<file path="src/design/huffman_code_bit_packer_core_assert.svh">
// Assertion macros used by the Huffman bit packer top level.
// Plain SystemVerilog concurrent assertions; no other dependencies.
`ifndef HUFFMAN_CODE_BIT_PACKER_CORE_ASSERT_SVH
`define HUFFMAN_CODE_BIT_PACKER_CORE_ASSERT_SVH

// Same-cycle implication, checked at each rising clock edge outside reset.
`define HCBP_ASSERT_SAME(lbl, clk, rst_n, ante, cons, msg) \
  lbl: assert property (@(posedge clk) disable iff (!rst_n) (ante) |-> (cons)) \
    else $error(msg);

// Next-cycle implication, checked at each rising clock edge outside reset.
`define HCBP_ASSERT_NEXT(lbl, clk, rst_n, ante, cons, msg) \
  lbl: assert property (@(posedge clk) disable iff (!rst_n) (ante) |=> (cons)) \
    else $error(msg);

`endif

</file>
<file path="src/design/hcbp_pkg.sv">
// Shared constants, function codes and inter-stage structs for the Huffman bit packer.
// No dependencies; imported by every module of the block.
package hcbp_pkg;

  localparam int SYMBOL_COUNT = 256;
  localparam int MAX_CODE_LEN = 32;

  localparam int SYM_W   = 8;
  localparam int CODE_W  = 32;
  localparam int LEN_W   = 6;
  localparam int PEND_W  = 7;
  localparam int PCNT_W  = 3;
  localparam int BYTE_W  = 8;
  localparam int PAD_W   = 3;

  localparam int ADDR_W  = (SYMBOL_COUNT > 1) ? $clog2(SYMBOL_COUNT) : 1;
  localparam int ACC_W   = PEND_W + MAX_CODE_LEN;
  localparam int TOT_W   = $clog2(ACC_W + 1);
  localparam int MAX_RES = (PEND_W + MAX_CODE_LEN) / BYTE_W;
  localparam int CNT_W   = $clog2(MAX_RES + 1);
  localparam int IDX_W   = (MAX_RES > 1) ? $clog2(MAX_RES) : 1;

  typedef enum logic [1:0] {
    FUNC_WRITE  = 2'd0,
    FUNC_ENCODE = 2'd1,
    FUNC_FLUSH  = 2'd2
  } func_e;

  // Looked-up item as seen by the packing stage.
  typedef struct packed {
    logic              vld;
    logic [1:0]        func;
    logic [LEN_W-1:0]  len;
    logic [CODE_W-1:0] code;
  } lookup_t;

  // Load request from the packing stage into the output serializer.
  typedef struct packed {
    logic                          load;
    logic [CNT_W-1:0]              cnt;
    logic [MAX_RES-1:0][BYTE_W-1:0] bytes;
    logic                          bvalid;
    logic [PAD_W-1:0]              pad;
  } emit_load_t;

endpackage

</file>
<file path="src/design/hcbp_emit.sv">
// Output register and byte serializer of the Huffman bit packer.
// Depends on hcbp_pkg; emits the bytes of one item, earliest first.
module hcbp_emit (
  input  logic                      clk_i,
  input  logic                      rst_ni,
  input  hcbp_pkg::emit_load_t      ld_i,
  input  logic                      out_stall_i,
  output logic                      emit_free_o,
  output logic                      out_valid_o,
  output logic [hcbp_pkg::BYTE_W-1:0] out_byte_o,
  output logic                      byte_valid_o,
  output logic [hcbp_pkg::PAD_W-1:0]  pad_bits_o,
  output logic                      last_o
);
  import hcbp_pkg::*;

  logic [CNT_W-1:0]  e_cnt_q, e_cnt_d;
  logic [BYTE_W-1:0] e_byte_q [MAX_RES];
  logic              e_bv_q;
  logic [PAD_W-1:0]  e_pad_q;
  logic [CNT_W-1:0]  cnt_m1;
  logic              out_take;

  assign cnt_m1      = e_cnt_q - CNT_W'(1);
  assign out_take    = (e_cnt_q != '0) && !out_stall_i;
  assign emit_free_o = (e_cnt_q == '0) || ((e_cnt_q == CNT_W'(1)) && !out_stall_i);

  assign out_valid_o  = (e_cnt_q != '0);
  assign out_byte_o   = e_byte_q[cnt_m1[IDX_W-1:0]];
  assign byte_valid_o = e_bv_q;
  assign pad_bits_o   = e_pad_q;
  assign last_o       = (e_cnt_q == CNT_W'(1));

  always_comb begin
    e_cnt_d = e_cnt_q;
    if (ld_i.load) begin
      e_cnt_d = ld_i.cnt;
    end else if (out_take) begin
      e_cnt_d = cnt_m1;
    end
  end

  always_ff @(posedge clk_i or negedge rst_ni) begin
    if (!rst_ni) begin
      e_cnt_q <= '0;
    end else begin
      e_cnt_q <= e_cnt_d;
    end
  end

  // Payload: load only, hold otherwise.
  always_ff @(posedge clk_i) begin
    if (ld_i.load) begin
      for (int k = 0; k < MAX_RES; k++) begin
        e_byte_q[k] <= ld_i.bytes[k];
      end
      e_bv_q  <= ld_i.bvalid;
      e_pad_q <= ld_i.pad;
    end
  end

endmodule
</file>
<file path="config.mk">
export PLATFORM = sky130hd
export DESIGN_NAME = hcbp_emit
export DESIGN_NICKNAME = d
export VERILOG_FILES = /design/src/design/huffman_code_bit_packer_core_assert.svh /design/src/design/hcbp_pkg.sv /design/src/design/hcbp_emit.sv
export SDC_FILE = /design/constraint.sdc
export NUM_CORES = 1
export LEC_CHECK = 0
export BUFFER_PORTS_ARGS = -buffer_cell sky130_fd_sc_hd__buf_2
export CORE_UTILIZATION = 30
export DETAILED_ROUTE_END_ITERATION = 7
export GPL_TIMING_DRIVEN = 0
export PLACE_DENSITY_LB_ADDON = 0.12
export SYNTH_ARGS = -nofsm -noshare
export SYNTH_HDL_FRONTEND = slang
export SYNTH_SLANG_ARGS = --single-unit
export TNS_END_PERCENT = 30
</file>
<file path="constraint.sdc">
create_clock -name clk_i -period 2.2 [get_ports clk_i]
set_clock_uncertainty 0.05 [all_clocks]
set_input_delay 0.44 -clock clk_i [delete_from_list [all_inputs] [get_ports clk_i]]
set_output_delay 0.44 -clock clk_i [all_outputs]
set_load 0.03 [all_outputs]
</file>
# Yosys cells after proc, flatten, opt, wreduce, memory -nomap -nowiden
# Memories as Yosys holds them, arrays and structs flattened.
# Cells that the tools add are included.
# W data, S select, Z words.
# totals
regBits	7
romBits	0
out_inout_bits	15
ram_bits	32
latchBits	0
n_memories	1
wordCells	17
input_bits	43
# classes
n_lt_le_gt_ge	0
n_mul	0
n_shift	0
div	0
n_reduce_logical	7
n_mux	4
n_bitwise	0
add_sub_neg	1
eq_ne	1
# memory_table
name	words	width	rd	rd_clocked_by_memory_dff	wr	line_no	source
e_byte_q	4	8	1	0	4	hcbp_emit.sv:18	logic [BYTE_W-1:0] e_byte_q [MAX_RES];
# ops
op	n
$mux W3	2
$eq A3 B1 Y1 const B	1
$logic_not A3 Y1	1
$reduce_bool A3 Y1	1
$sub A3 B1 Y3 const B	1
$logic_and A1 B1 Y1	2
$mux W1	2
$reduce_bool A2 Y1	1
$logic_not A1 Y1	1
$logic_or A1 B1 Y1	1

# Depth between registers and ports, before layout
# logic_depth
depth_word	4
depth_mapped	7
depth_no_buf	6

# Worst setup path after synthesis
# No wires, ideal clock.
# synth_timing
path_type	reg-to-output
from	register e_cnt_q[0]
to	output port emit_free_o
required_time_ps	1710
t_arrival_ps	1552
stages_incl_launch_ff	7
slack_ps	158
n_path_buf	1
path_cell_list	dfrtp_1 -> buf_6 -> inv_1 -> ha_1 -> nor2b_1 -> inv_1 -> o21ai_0
# synth_via
elab_chain_len	3
word_cells_on_any_way	4
cone_classes	1 x eq/ne; 3 x reduce/logical
# synth_rtl
element	line_no	source
from (decl)	hcbp_emit.sv:17	logic [CNT_W-1:0] e_cnt_q, e_cnt_d;
from (signal assigned)	hcbp_emit.sv:47	e_cnt_q <= e_cnt_d;
$eq A3 B1 Y1	hcbp_emit.sv:26	assign emit_free_o = (e_cnt_q == '0) || ((e_cnt_q == CNT_W'(1)) && !out_stall_i);
$logic_and A1 B1 Y1	hcbp_emit.sv:26	
$logic_or A1 B1 Y1 *	hcbp_emit.sv:26	
to (decl)	hcbp_emit.sv:8	output logic emit_free_o,
# Mark *: on every way between the ends. The rest lies on a longest branch, timed or not.

# Final worst setup path
# layout_timing
from	register e_cnt_q[0]
to	output port out_byte_o[5] in the netlist's numbering
# layout_via
elab_chain_len	2
# layout_rtl
element	line_no	source
$sub A3 B1 Y3	hcbp_emit.sv:24	assign cnt_m1 = e_cnt_q - CNT_W'(1);
$mem_v2 Z4 W8	-	
to (decl)	hcbp_emit.sv:10	output logic [hcbp_pkg::BYTE_W-1:0] out_byte_o,
# Every way passes these cells.

==> results.json <==
{
  "synthAdderAreaFrac_pct": 2.49,
  "required_ns": 1.71,
  "placed_cell_area_um2": 1870,
  "numCtsBuffers": 5,
  "core_um2": 4790,
  "synth_area_leaders": "edfxtp_1 (72%), mux4_2 (12%), dfrtp_1 (5.0%), ha_1 (2.5%), o21ai_0 (1.3%)",
  "num-nets-final": 189,
  "yosysMostFrequentCell": "edfxtp_1",
  "fin_cells": 211,
  "synthSimpleGateAreaFrac_pct": 3.99,
  "synth_top_area_cell": "edfxtp_1",
  "yosys_warnings": 0,
  "io_buffers": 57,
  "ctsRootBufferMaster": "clkbuf_8",
  "synth_area_per_cell_um2": 20.3,
  "worst_slew_pin_slew_ns": 0.908,
  "holdWs_ns": 0.281,
  "synth.top_cell.area_share_pct": 71.8,
  "synth.top_cells.by_count": "edfxtp_1 (36), mux4_2 (8), inv_1 (4), o21ai_0 (4)",
  "clk_pin_slew_ns": 0.07,
  "num_rows": 25,
  "die_h_um": 72.8,
  "startpoint_type": "flop",
  "yosysSeqAreaShare_pct": 76.8,
  "startpoint": "e_cnt_q[0]$_DFFE_PN0P_",
  "wl_um": 2740,
  "design_area_um2": 2070,
  "grt_pass1_wl_um": 4090,
  "placed_cells": 198,
  "grt-ovfl-total": 0,
  "finalMaxSlewViolations": 0,
  "gp_congestion": 0.710,
  "max_freq_mhz": 459,
  "finalSetupViolations": 0,
  "cts.sinks": 39,
  "outcome": "finished, final reports clean",
  "die-area_um2": 5300,
  "initial_core_util_pct": 31.5,
  "synth-edff-count": 36,
  "crit_fanout": 5,
  "avgRoutedWirePerCell_um": 13.0,
  "synth_cell_types": 17,
  "syn2layout_area_growth_pct": 37.7,
  "ant_nets": 0,
  "synth_xor_area_share_pct": 0,
  "drt_first_pass_iters": 4,
  "fp.dieW_um": 72.8,
  "maxCapViolations": 0,
  "cts_buffer_depth": 2,
  "cts_tree": "yes",
  "num-fill-cells": 458,
  "vdd_drop_max_mv": 0.444,
  "slew_headroom_pct": 39.5,
  "gr-usage-all-layers_pct": 10.8,
  "syn_area_um2": 1510,
  "power_density_nw_per_um2": 869,
  "crit_arrival_ns": 1.69,
  "critPathKind": "flop to output port",
  "via_count": 889,
  "synth_mux_area_share_pct": 12.6,
  "r2r_start": "e_cnt_q[0]$_DFFE_PN0P_",
  "initialDrtViolationCount": 44,
  "min-delay-start": "ld_i[5]",
  "antenna_found_initial": 0,
  "synth_ff_type": "edfxtp_1",
  "synth_compound_area_share_pct": 2.00,
  "ioPinCount": 58,
  "drcViolationCount": 0,
  "setup_slack_ns": 0.0219,
  "synthCells": 74,
  "synth-seq-cells": 39,
  "num_antenna_cells": 0,
  "finalPower_uw": 1800,
  "clk_latency_ns": 0.28,
  "min_period_ns": 2.18,
  "grt_max_degree": 44,
  "syn-num-nets": 120,
  "vias_per_cell": 4.21,
  "fin_crit_sh_pct": 99.0,
  "synth_top_family_by_area": "multiplexers",
  "leakagePower_uw": 0.000840,
  "htreeDepth": 2,
  "cp-end-kind": "output port",
  "synth-async-reset-ratio_pct": 7.69,
  "hold_class": "input port to flop",
  "hold_viol": 0,
  "place_ws_ns": -0.00749,
  "grt_pass1_vias": 910,
  "grt_setup_unrepaired": "yes",
  "drive_gt1_share_pct": 54.2
}
==> per-stage QoR <==
step	utilization [%]	TNS, ns
global route	43.3	-0.218
detailed placement	39.2	-0.00860
CTS	42.7	0
finish	43.3	0
global placement	39.2	-0.0274
floorplan	-	0
==> logic make-up (layout without fill, tap and decap cells) <==
family | after synthesis | in the layout
flops | 39 | 39
simple gates | 11 | 11
mux | 9 | 9
compound gates | 6 | 6
buf+inv | 6 | 76
fa+ha+maj | 3 | 3
==> critical path, cell delays in order, from the launching register on <==
cell and delay (ns):
dfrtp_1 0.39, buf_8 0.12, inv_6 0.03, ha_4 0.27, buf_6 0.12, mux4_2 0.32, buf_6 0.16
==> cell usage in the layout, fill, tap and decap left out <==
master         Yosys  final
buf_2              1     50
edfxtp_1          36     36
buf_6              1     10
mux4_2             8      8
clkbuf_8           0      5
o21ai_0            4      4
nor2b_1            3      3
inv_1              4      3
clkbuf_1           0      3
dfrtp_1            3      3
nand2_1            2      2
nor2_1             2      2
a21oi_1            2      2
ha_1               3      2
buf_4              0      2
buf_8              0      1
inv_6              0      1
nand2b_1           1      1
and2b_1            1      1
or4_1              1      1
nand3_1            1      1
mux2i_1            1      1
ha_4               0      1
dlygate4sd3_1      0      1
==> flip-flops by register name, indices dropped and copies added (netlist names) <==
signal and cells:
e_cnt_q 3, pad_bits_o 3, e_byte_q 32, byte_valid_o 1
==> cell type report <==
class                           instances  area [um2]  area share (%)
Sequential cell                        39        1160            55.8
Tap cell                               67        83.8            4.04
Buffer                                  2        26.3            1.27
Clock buffer                            8        80.1            3.86
Inverter                                4        20.0           0.966
Multi-Input combinational cell         29         330            15.9
Timing Repair Buffer                   62         377            18.2
==> metal layers <==
| metal | track usage [%] | vias to the layer above | part of all wire [%] |
|---|---|---|---|
| met5 | 0 | - | 0 |
| met4 | 3.92 | 0 | 0.44 |
| met3 | 3.73 | 2 | 6.7 |
| met2 | 19.6 | 39 | 55 |
| met1 | 11.7 | 423 | 38 |
| li1 | - | 425 | - |
==> report_power, final <==
group	internal (uW)	leakage, uW	total [uW]	switching [uW]
clock	225	0.0000395	445	220
sequential	877	0.000388	895	17.6
combinational	224	0.000412	462	238
==> worst paths after layout <==
check	end	slack, ns	cells after the start
setup / recovery	out_byte_o[5]	0.02	6
hold / removal	e_byte_q[0][1]$_DFFE_PP_	0.28	1
setup reg to reg	e_cnt_q[0]$_DFFE_PN0P_	0.75	6
hold reg to reg	e_cnt_q[1]$_DFFE_PN0P_	0.52	2
max in group asynchronous	e_cnt_q[2]$_DFFE_PN0P_	1.55	2
min in group asynchronous	e_cnt_q[1]$_DFFE_PN0P_	0.44	2
==> what timing repair did <==
| item | CTS | global route |
|---|---|---|
| gates resized for setup | 18 | 7 |
| pin swaps | 0 | 0 |
| buffers inserted | 2 | 1 |
| hold buffers | 1 | 0 |
| setup endpoints to repair | 9 | 9 |
| cloned | 1 | 0 |
| endpoints found under the hold margin | 3 | 0 |
Note: power is estimated with default switching activity, not from simulation.
