==> src/design/huffman_code_bit_packer_core_assert.svh <==
// Assertion macros used by the Huffman bit packer top level.
// Plain SystemVerilog concurrent assertions; no other dependencies.
`ifndef HUFFMAN_CODE_BIT_PACKER_CORE_ASSERT_SVH
`define HUFFMAN_CODE_BIT_PACKER_CORE_ASSERT_SVH

// Same-cycle implication, checked at each rising clock edge outside reset.
`define HCBP_ASSERT_SAME(lbl, clk, rst_n, ante, cons, msg) \
  lbl: assert property (@(posedge clk) disable iff (!rst_n) (ante) |-> (cons)) \
    else $error(msg);

// Next-cycle implication, checked at each rising clock edge outside reset.
`define HCBP_ASSERT_NEXT(lbl, clk, rst_n, ante, cons, msg) \
  lbl: assert property (@(posedge clk) disable iff (!rst_n) (ante) |=> (cons)) \
    else $error(msg);

`endif

==> src/design/hcbp_pkg.sv <==
// Shared constants, function codes and inter-stage structs for the Huffman bit packer.
// No dependencies; imported by every module of the block.
package hcbp_pkg;

  localparam int SYMBOL_COUNT = 256;
  localparam int MAX_CODE_LEN = 32;

  localparam int SYM_W   = 8;
  localparam int CODE_W  = 32;
  localparam int LEN_W   = 6;
  localparam int PEND_W  = 7;
  localparam int PCNT_W  = 3;
  localparam int BYTE_W  = 8;
  localparam int PAD_W   = 3;

  localparam int ADDR_W  = (SYMBOL_COUNT > 1) ? $clog2(SYMBOL_COUNT) : 1;
  localparam int ACC_W   = PEND_W + MAX_CODE_LEN;
  localparam int TOT_W   = $clog2(ACC_W + 1);
  localparam int MAX_RES = (PEND_W + MAX_CODE_LEN) / BYTE_W;
  localparam int CNT_W   = $clog2(MAX_RES + 1);
  localparam int IDX_W   = (MAX_RES > 1) ? $clog2(MAX_RES) : 1;

  typedef enum logic [1:0] {
    FUNC_WRITE  = 2'd0,
    FUNC_ENCODE = 2'd1,
    FUNC_FLUSH  = 2'd2
  } func_e;

  // Looked-up item as seen by the packing stage.
  typedef struct packed {
    logic              vld;
    logic [1:0]        func;
    logic [LEN_W-1:0]  len;
    logic [CODE_W-1:0] code;
  } lookup_t;

  // Load request from the packing stage into the output serializer.
  typedef struct packed {
    logic                          load;
    logic [CNT_W-1:0]              cnt;
    logic [MAX_RES-1:0][BYTE_W-1:0] bytes;
    logic                          bvalid;
    logic [PAD_W-1:0]              pad;
  } emit_load_t;

endpackage

==> src/design/hcbp_merge.sv <==
// Bit packing stage: merges a looked-up code with the pending bits.
// Depends on hcbp_pkg; owns the pending-bit register and pending count.
module hcbp_merge (
  input  logic                 clk_i,
  input  logic                 rst_ni,
  input  hcbp_pkg::lookup_t    lk_i,
  input  logic                 emit_free_i,
  output logic                 adv_o,
  output hcbp_pkg::emit_load_t ld_o
);
  import hcbp_pkg::*;

  logic [PEND_W-1:0] pend_q, pend_d;
  logic [PCNT_W-1:0] pend_cnt_q, pend_cnt_d;

  logic [ACC_W-1:0]  code_ext;
  logic [ACC_W-1:0]  acc;
  logic [ACC_W-1:0]  shifted;
  logic [TOT_W-1:0]  total;
  logic [CNT_W-1:0]  nbytes;
  logic [PCNT_W-1:0] leftover;
  logic [PEND_W-1:0] new_pend;
  logic [PAD_W-1:0]  fpad;
  logic [BYTE_W-1:0] fbyte;
  logic              need;

  always_comb begin
    code_ext = ACC_W'(lk_i.code) & ((ACC_W'(1) << lk_i.len) - ACC_W'(1));
    acc      = (ACC_W'(pend_q) << lk_i.len) | code_ext;
    total    = TOT_W'(pend_cnt_q) + TOT_W'(lk_i.len);
    nbytes   = CNT_W'(total >> 3);
    leftover = total[PCNT_W-1:0];
    shifted  = acc >> leftover;
    new_pend = PEND_W'(acc & ((ACC_W'(1) << leftover) - ACC_W'(1)));
    fpad     = PAD_W'(4'd8 - {1'b0, pend_cnt_q});
    fbyte    = BYTE_W'({1'b0, pend_q} << fpad);
  end

  always_comb begin
    case (lk_i.func)
      FUNC_ENCODE: need = (nbytes != '0);
      FUNC_FLUSH:  need = 1'b1;
      default:     need = 1'b0;
    endcase
  end

  assign adv_o = lk_i.vld && (!need || emit_free_i);

  always_comb begin
    ld_o.load   = adv_o && need;
    ld_o.cnt    = nbytes;
    ld_o.bvalid = 1'b1;
    ld_o.pad    = '0;
    for (int k = 0; k < MAX_RES; k++) begin
      ld_o.bytes[k] = shifted[k*BYTE_W +: BYTE_W];
    end
    if (lk_i.func == FUNC_FLUSH) begin
      ld_o.cnt      = CNT_W'(1);
      ld_o.bytes    = '0;
      ld_o.bytes[0] = (pend_cnt_q != '0) ? fbyte : '0;
      ld_o.bvalid   = (pend_cnt_q != '0);
      ld_o.pad      = (pend_cnt_q != '0) ? fpad : '0;
    end
  end

  always_comb begin
    pend_d     = pend_q;
    pend_cnt_d = pend_cnt_q;
    if (adv_o) begin
      case (lk_i.func)
        FUNC_ENCODE: begin
          pend_d     = new_pend;
          pend_cnt_d = leftover;
        end
        FUNC_FLUSH: begin
          pend_d     = '0;
          pend_cnt_d = '0;
        end
        default: begin
          pend_d     = pend_q;
          pend_cnt_d = pend_cnt_q;
        end
      endcase
    end
  end

  always_ff @(posedge clk_i or negedge rst_ni) begin
    if (!rst_ni) begin
      pend_q     <= '0;
      pend_cnt_q <= '0;
    end else begin
      pend_q     <= pend_d;
      pend_cnt_q <= pend_cnt_d;
    end
  end

endmodule

==> config.mk <==
export PLATFORM = sky130hd
export DESIGN_NAME = hcbp_merge
export DESIGN_NICKNAME = d
export VERILOG_FILES = /design/src/design/huffman_code_bit_packer_core_assert.svh /design/src/design/hcbp_pkg.sv /design/src/design/hcbp_merge.sv
export SDC_FILE = /design/constraint.sdc
export NUM_CORES = 1
export LEC_CHECK = 0
export BUFFER_PORTS_ARGS = -buffer_cell sky130_fd_sc_hd__buf_4
export CORE_MARGIN = 2
export CORE_UTILIZATION = 38
export CTS_CLUSTER_DIAMETER = 40
export CTS_CLUSTER_SIZE = 28
export DETAILED_ROUTE_END_ITERATION = 8
export HOLD_SLACK_MARGIN = 0.05
export PLACE_DENSITY = 0.66
export RECOVER_POWER = 50
export SYNTH_ARGS = -nofsm -noshare
export SYNTH_HDL_FRONTEND = slang
export SYNTH_SLANG_ARGS = --single-unit
==> constraint.sdc <==
create_clock -name clk_i -period 5.9 [get_ports clk_i]
set_input_delay 1.18 -clock clk_i [delete_from_list [all_inputs] [get_ports clk_i]]
set_output_delay 1.18 -clock clk_i [all_outputs]
set_load 0.02 [all_outputs]
==> Yosys cells after proc, flatten, opt, wreduce, memory -nomap -nowiden <==
Index checks and enable logic that the tools add are counted.
{ "word_totals": {"reg_bits": 10, "latchBits": 0, "ram_bits": 0, "romBits": 0, "inputBits": 44, "word_cells": 30, "memories": 0} }
{ "classes": {"addsub": 4, "multipliers": 0, "n_div": 0, "magnitude_cmp": 0, "n_eq_ne": 2, "shifts": 5, "mux": 6, "bitwise": 3, "n_reduce_logical": 8} }
{ "ops": {"columns": ["op", "count"], "rows": [
  ["$and A32 B39 Y39", 1],
  ["$mux W39", 1],
  ["$or A39 B39 Y39", 1],
  ["$shl A1 B6 Y39 const A", 1],
  ["$shl A7 B6 Y39", 1],
  ["$shr A39 B3 Y32", 1],
  ["$sub A39 B1 Y39 const B", 1],
  ["$pmux W7 S2", 1],
  ["$mux W8", 1],
  ["$shl A7 B3 Y8", 1],
  ["$and A7 B7 Y7", 1],
  ["$shl A1 B3 Y7 const A", 1],
  ["$sub A7 B1 Y7 const B", 1],
  ["$add A3 B6 Y6", 1],
  ["$pmux W3 S2", 1],
  ["$reduce_bool A3 Y1", 2],
  ["$mux W3", 1],
  ["$sub A1 B3 Y3 const A", 1],
  ["$eq A2 B1 Y1 const B", 1],
  ["$eq A2 B2 Y1 const B", 1],
  ["$logic_and A1 B1 Y1", 2],
  ["$pmux W1 S2", 1],
  ["$reduce_and A2 Y1", 1],
  ["$reduce_bool A2 Y1", 1],
  ["2 further kinds", 2]
]} }

==> Depth between registers and ports, before layout <==
Gate-level depths: netlist (run 1).
{ "depth": {"ltp_word": 7, "depth_mapped": 14, "depth_no_buf": 10} }

==> Least setup slack after synthesis (run 1) <==
Ideal clock, no wire load.
{ "synth_timing": {"kind": "in2out", "start": "in lk_i[35] (netlist bit)", "end": "out ld_o[9] (netlist bit)", "t_arrival_ns": 4.247, "required_time_ns": 4.720, "setup_slack_ns": 0.473, "cell_stages": 11, "path_buffers": 2, "cell_sequence": "buf_4 clkbuf_1 nor4_1 nand2_1 ha_1 or4_1 o221ai_1 a31oi_1 and2_1 mux4_2 o221ai_1"} }
{ "synth_lines": {"columns": ["item", "line", "text"], "rows": [
  ["start, declared", "hcbp_merge.sv:6", "input hcbp_pkg::lookup_t lk_i,"],
  ["end, declared", "hcbp_merge.sv:9", "output hcbp_pkg::emit_load_t ld_o"]
]} }

==> impl_metrics.py, run 1 <==
metrics = {
    "outcome": {
        "outcome": "complete, no violations",
    },
    "yosys": {
        "postSynthAreaPerCell_um2": 7.239,
        "yosys.area.top_type": "mux4_2",
        "synth_top_cell_area_share_pct": 8.531,
        "synth_flop_cell": "dfrtp_1",
        "yosysMostFrequentCell": "nand2_1",
        "async_reset_ff_share_pct": 100.0,
        "synth_edf_count": 0,
        "syn_area_mm2": 0.004488,
        "seq_area_frac_synth_pct": 5.576,
        "syn_nets": 674,
        "ys_types": 83,
        "syn_inst": 620,
        "synth_warnings": 0,
        "ys_top_cells_by_area": "mux4_2 (8.5%), dfrtp_1 (5.6%), nand2_1 (5.0%), o21ai_0 (4.1%), clkbuf_1 (3.5%)",
        "synth-seq-cells": 10,
        "synth_common_cells": "nand2_1 (60), clkbuf_1 (42), o21ai_0 (37)",
    },
    "power": {
        "power_leakage_uw": 0.001993,
        "p_per_area_mw_per_mm2": 516.2,
        "ir_drop_uv": 329.9,
    },
    "clock_network": {
        "postCtsSetupBuffers": 0,
        "hold_buffers": 0,
        "cts_tree": "done",
        "clockBufferDepth": 2,
        "cts.reportedPaths.clkPinSlew_ns": 0.04,
        "clock-root-buffer": "clkbuf_16",
        "numCtsBuffers": 3,
        "clock_latency_ns": 0.24,
        "clock-sinks": 10,
        "post_cts_resized": 0,
        "htree_levels": 1,
    },
    "setup_path": {
        "r2r_cells": 8,
        "cp_num_cells": 13,
        "cp-start-kind": "primary input",
        "path_delay_family": "compound AO/OA/AOI/OAI gates",
        "worstPathRequired_ns": 4.72,
        "critPathMaxStageDelay_ns": 0.52,
        "r2r-start": "pend_cnt_q[0]",
        "crit_path_end_kind": "output port",
        "crit_top_cell": "buf_4",
        "crit_buf_inv": 3,
        "crit_path_end": "ld_o[21]",
        "reg2reg_slack_ns": 2.31,
        "reg2reg_to": "pend_q[6]",
        "cp_cell_sequence": "buf_4 > or2_2 > nor3_1 > nand2_1 > ha_1 > buf_4 > o211a_1 > a41o_1 > o31ai_1 > o21ai_0 > a222oi_1 > o22ai_1 > buf_4",
        "critical_path.startpoint": "lk_i[35]",
        "worstSetupPathType": "in -> out",
        "cp.arrival_ns": 4.51,
        "critPathSlowestCell": "o31ai_1",
        "crit_fanout": 11,
    },
    "sta": {
        "hold_viol_final": 0,
        "period_share_pct": 96.36,
        "setup_viol": 0,
        "fin_crit_ns": 5.685,
        "setup_ws_ns": 0.2148,
        "fmax_ghz": 0.1759,
        "fin_tns_setup_ns": 0,
        "slew_viol_final": 0,
        "slew_headroom_pct": 22.14,
        "hold_ws_ns": 0.5947,
        "fin_skew_ns": 0.003709,
        "rsz0062_at_grt": "false",
        "tightest_slew_ns": 1.168,
    },
    "cells_and_area": {
        "final_nets": 724,
        "syn2layout_area_growth_pct": 17.51,
        "nFillCells": 1202,
        "drive_gt1_share_pct": 23.47,
        "antenna_cells": 0,
    },
    "floorplanning": {
        "die-area_mm2": 0.01270,
        "core_mm2": 0.01147,
        "rows": 39,
        "initial_core_util_pct": 39.14,
        "fp.dieW_um": 112.7,
        "pin_count": 85,
        "die_h_um": 112.7,
    },
    "global_route": {
        "globalRouteTotalUtil_pct": 32.28,
        "antenna_found_initial": 0,
        "grt_max_degree": 55,
        "grt_overflow_total": 0,
        "grt_pass1_wl_um": 32150,
        "grt_pass1_vias": 5430,
    },
    "job": {
        "drv_cap": 0,
    },
    "route": {
        "routed_wl_um": 21270,
        "antenna_left": 0,
        "dr.pass1.iters": 5,
        "vias_per_cell": 7.089,
        "vias": 5756,
        "post_drt_wl_per_cell_um": 26.19,
        "drc": 0,
        "drt-initial-drc-count": 790,
    },
    "place": {
        "dpl.hpwl_um": 16300,
        "gp_routability_congestion": 1.002,
        "place_ws_ns": 0.2728,
        "place.port_buffers": 84,
    },
    "worst_hold_path": {
        "hold_path.class": "reg -> reg",
    },
}
[cell usage in the layout (no fill, tap or decap), types with 5 or more instances in the layout]
cell,Yosys,final
nand2b_1,11,11
o31ai_1,12,12
dfrtp_1,10,10
o21ai_0,37,37
a211o_1,6,6
a21oi_1,23,23
and3_1,11,11
o311ai_0,8,9
nand2_1,60,60
o21a_1,10,10
nor2_1,27,27
o211ai_1,13,13
a311oi_1,8,8
mux2i_1,13,13
a21o_1,6,6
o211a_1,7,7
clkbuf_1,42,9
inv_1,8,8
a221oi_1,10,10
mux2_2,12,12
nor2b_1,9,9
o221ai_1,15,15
ha_1,9,9
buf_4,2,105
or3_1,5,5
nor3_1,13,13
a31oi_1,10,10
nand3_1,28,28
a211oi_1,11,11
xnor2_1,5,5
mux4_2,17,17
and2_1,16,14
a32oi_1,5,5
o22ai_1,16,16
[stage by stage]
stage | power, uW | area, um^2 | std cells | utilization, %
6_report | 2722 | 5274 | 812 | 45.99
5_1_grt | 2893 | 5274 | 812 | 45.99
3_5_place_dp | 2555 | 5219 | 808 | 45.51
2_1_floorplan | 1738 | 4488 | 620 | -
3_3_place_gp | 2519 | 5219 | 808 | 45.51
4_1_cts | 2696 | 5308 | 812 | 46.28
[metal layers]
metal / GRT usage (%) / share of wire (%) / vias to the layer above
met5: 0 / 0 / -
met1: 43.27 / 42 / 2784
met2: 52.57 / 46 / 322
met4: 15.12 / 5.0 / 0
li1: - / - / 2589
met3: 2.754 / 6.8 / 61
[registers in the layout (all words and copies together), names as in the netlist]
name and cells:
pend_q 7, pend_cnt_q 3
[worst register-to-register path: stages, from the launching register on]
cell and delay [ns]:
dfrtp_1 0.57, ha_1 0.32, fa_1 0.44, a21oi_1 0.26, mux2_2 0.37, o311ai_0 0.46
a21oi_1 0.16, or2_0 0.46, o41ai_1 0.43
[final cells by class]
cell class / count / area [um^2] / share of cell area [%]
timing repair buffer: 114 / 822.0 / 15.59
clock buffer: 4 / 88.84 / 1.684
multi-input combinational: 528 / 3885 / 73.67
inverter: 13 / 48.80 / 0.9253
sequential: 10 / 250.2 / 4.745
tap: 143 / 178.9 / 3.393
[how the worst min path moves through the flow]
stage,startpoint,endpoint,slack (ns),cells after the start
global route,pend_cnt_q[2],pend_cnt_q[2],0.61,2
floorplan,pend_cnt_q[2],pend_cnt_q[2],0.50,2
detailed placement,pend_cnt_q[2],pend_cnt_q[2],0.57,2
finish,pend_cnt_q[2],pend_cnt_q[2],0.59,2
global placement,pend_cnt_q[2],pend_cnt_q[2],0.56,2
CTS,pend_cnt_q[2],pend_cnt_q[2],0.58,2
[logic make-up after synthesis]
kind of cell               Yosys count  share of synthesized area [%]
muxes                               42                          14.44
and+or+nand+nor                    218                          25.76
xor gates and xnor gates             8                          1.561
AOI/OAI and AO/OA                  250                          41.85
adders and majority gates           10                          2.955
DFF                                 10                          5.576
buffers and inverters               82                          7.862
[power by group]
group / switching (uW) / total (uW) / leakage (uW) / internal, uW
Clock: 31.6 / 133 / 0.0000442 / 102
Sequential: 80.2 / 177 / 0.000131 / 96.4
Combinational: 1460 / 2410 / 0.00182 / 956
Total: 1570 / 2720 / 0.00199 / 1150
(Power assumes the default switching activity.)
==> run 2: changes to the inputs <==
- BUFFER_PORTS_ARGS: -buffer_cell sky130_fd_sc_hd__buf_4 -> -buffer_cell sky130_fd_sc_hd__clkbuf_2
==> run 2 against run 1 <==
Clock skew down 0.0033 ns. Critical path depth fell by 4. Critical endpoint is now ld_o[23]. Register-to-register slack worse by 0.13 ns.
==> impl_metrics.py, run 2 (same netlist as run 1, synthesis figures left out) <==
metrics = {
    "setup_path": {
        "crit_fanout": 29,
        "crit_path_end_kind": "output port",
        "critPathMaxStageDelay_ns": 0.67,
        "r2r_cells": 8,
        "reg2reg_to": "pend_q[4]",
        "critPathSlowestCell": "nor2b_1",
        "worstPathRequired_ns": 4.72,
        "worstSetupPathType": "in -> out",
        "cp_cell_sequence": "clkbuf_2 > clkbuf_2 > nor2b_1 > a31o_2 > o311ai_0 > and2_1 > mux4_2 > a221oi_2 > clkbuf_2",
        "crit_top_cell": "clkbuf_2",
        "reg2reg_slack_ns": 2.18,
        "cp-start-kind": "primary input",
        "r2r-start": "pend_cnt_q[0]",
        "cp.arrival_ns": 4.37,
    },
    "clock_network": {
        "hold_buffers": 0,
        "numCtsBuffers": 3,
        "post_cts_resized": 0,
        "htree_levels": 1,
        "clock-sinks": 10,
        "cts_tree": "done",
        "clockBufferDepth": 2,
        "clock_latency_ns": 0.24,
        "postCtsSetupBuffers": 0,
        "clock-root-buffer": "clkbuf_16",
        "cts.reportedPaths.clkPinSlew_ns": 0.04,
    },
    "cells_and_area": {
        "largest_reg_flops": 7,
        "top_regs": "pend_q x7, pend_cnt_q x3",
        "antenna_cells": 0,
        "regArea_um2": 250.2,
        "syn2layout_area_growth_pct": 12.46,
        "drive_gt1_share_pct": 23.34,
        "layout_common_cells": "clkbuf_2 (80), nand2_1 (60), o21ai_0 (37)",
        "multi_input_area_mm2": 0.003885,
        "final_nets": 719,
        "regMostFlops": "pend_q",
        "layout_commonest_cell": "clkbuf_2",
        "nFillCells": 1211,
    },
    "power": {
        "power_leakage_uw": 0.001926,
        "p_total_uw": 2565,
        "ir_drop_uv": 299.5,
        "p_per_area_mw_per_mm2": 508.2,
    },
    "place": {
        "place.port_buffers": 84,
        "dpl.hpwl_um": 15520,
        "gp_routability_congestion": 0.9997,
    },
    "route": {
        "post_drt_wl_per_cell_um": 25.01,
        "drc": 0,
        "dr.pass1.iters": 6,
        "antenna_left": 0,
        "vias": 5791,
        "vias_per_cell": 7.176,
        "routed_wl_um": 20180,
        "drt-initial-drc-count": 823,
    },
    "floorplanning": {
        "pin_count": 85,
        "die_h_um": 112.7,
        "die-area_mm2": 0.01270,
        "initial_core_util_pct": 39.14,
        "core_mm2": 0.01147,
        "fp.dieW_um": 112.7,
        "rows": 39,
    },
    "sta": {
        "slew_viol_final": 0,
        "fin_tns_setup_ns": 0,
        "period_share_pct": 94.02,
        "fmax_ghz": 0.1803,
        "setup_viol": 0,
        "hold_viol_final": 0,
        "fin_crit_ns": 5.547,
        "tightest_slew_ns": 1.141,
        "slew_headroom_pct": 23.96,
        "rsz0062_at_grt": "false",
        "fin_skew_ns": 0.0003641,
    },
    "global_route": {
        "grt_pass1_vias": 5495,
        "grt_max_degree": 56,
        "grt_overflow_total": 0,
        "globalRouteTotalUtil_pct": 30.85,
        "antenna_found_initial": 0,
        "grt_pass1_wl_um": 31200,
    },
    "job": {
        "drv_cap": 0,
    },
    "worst_hold_path": {
        "hold_path.class": "reg -> reg",
        "hold_path_end": "pend_cnt_q[2]",
        "min_path_cells": 2,
        "worstHoldStart": "pend_cnt_q[2]",
    },
    "outcome": {
        "outcome": "complete, no violations",
    },
}
==> run 2: changes by cell type in the layout (fill, tap and decap cells not counted), sizes merged <==
| cell | delta |
|---|---|
| clkbuf | +77 |
| buf | -82 |
==> run 2: stage by stage <==
step	setup WS, ns	util (%)	hold WS, ns	std cells	cell area [um^2]
after floorplan	0.4728	-	0.5023	620	4488
after global placement	0.5133	43.35	0.5979	803	4971
after detailed placement	0.4717	43.35	0.6052	803	4971
after CTS	0.4706	44.12	0.6119	807	5060
after global routing	0.2020	44.02	0.6416	807	5047
final	0.3528	44.02	0.6034	807	5047
==> run 2: metal layers <==
metal / global-route usage, % / vias to the layer above / share of wire (%)
li1: - / 2580 / -
met5: 0 / - / 0
met1: 40.25 / 2790 / 41
met4: 13.90 / 0 / 5.0
met3: 4.050 / 77 / 8.3
met2: 50.78 / 344 / 46
==> run 2: cell type report <==
cell class | instances | share of cell area [%]
Inverter | 13 | 0.9668
Multi-Input combinational cell | 528 | 76.97
Sequential cell | 10 | 4.958
Clock buffer | 4 | 1.760
Timing Repair Buffer | 109 | 11.80
Tap cell | 143 | 3.545
==> run 2: worst max-delay path: cells and delay by family <==
family          cells  cell delay [ns]
buf+inv             3             0.88
simple gates        2             0.98
compound gates      3             0.81
mux                 1             0.51
==> run 2: power by group <==
part	switching, uW	leakage (uW)	internal, uW
Clock	31.0	0.0000442	102
Combinational	1430	0.00175	824
Sequential	81.0	0.000131	96.4
Total	1540	0.00193	1020
==> run 2: worst max path at each step <==
| stage | depth (start not counted) | slack, ns | to | startpoint |
|---|---|---|---|---|
| 2_1_floorplan | 11 | 0.47 | ld_o[9] | lk_i[35] |
| 3_3_place_gp | 9 | 0.51 | ld_o[22] | lk_i[34] |
| 3_5_place_dp | 12 | 0.47 | ld_o[9] | lk_i[35] |
| 4_1_cts | 13 | 0.47 | ld_o[24] | lk_i[35] |
| 5_1_grt | 12 | 0.20 | ld_o[9] | lk_i[35] |
| 6_report | 9 | 0.35 | ld_o[23] | lk_i[36] |
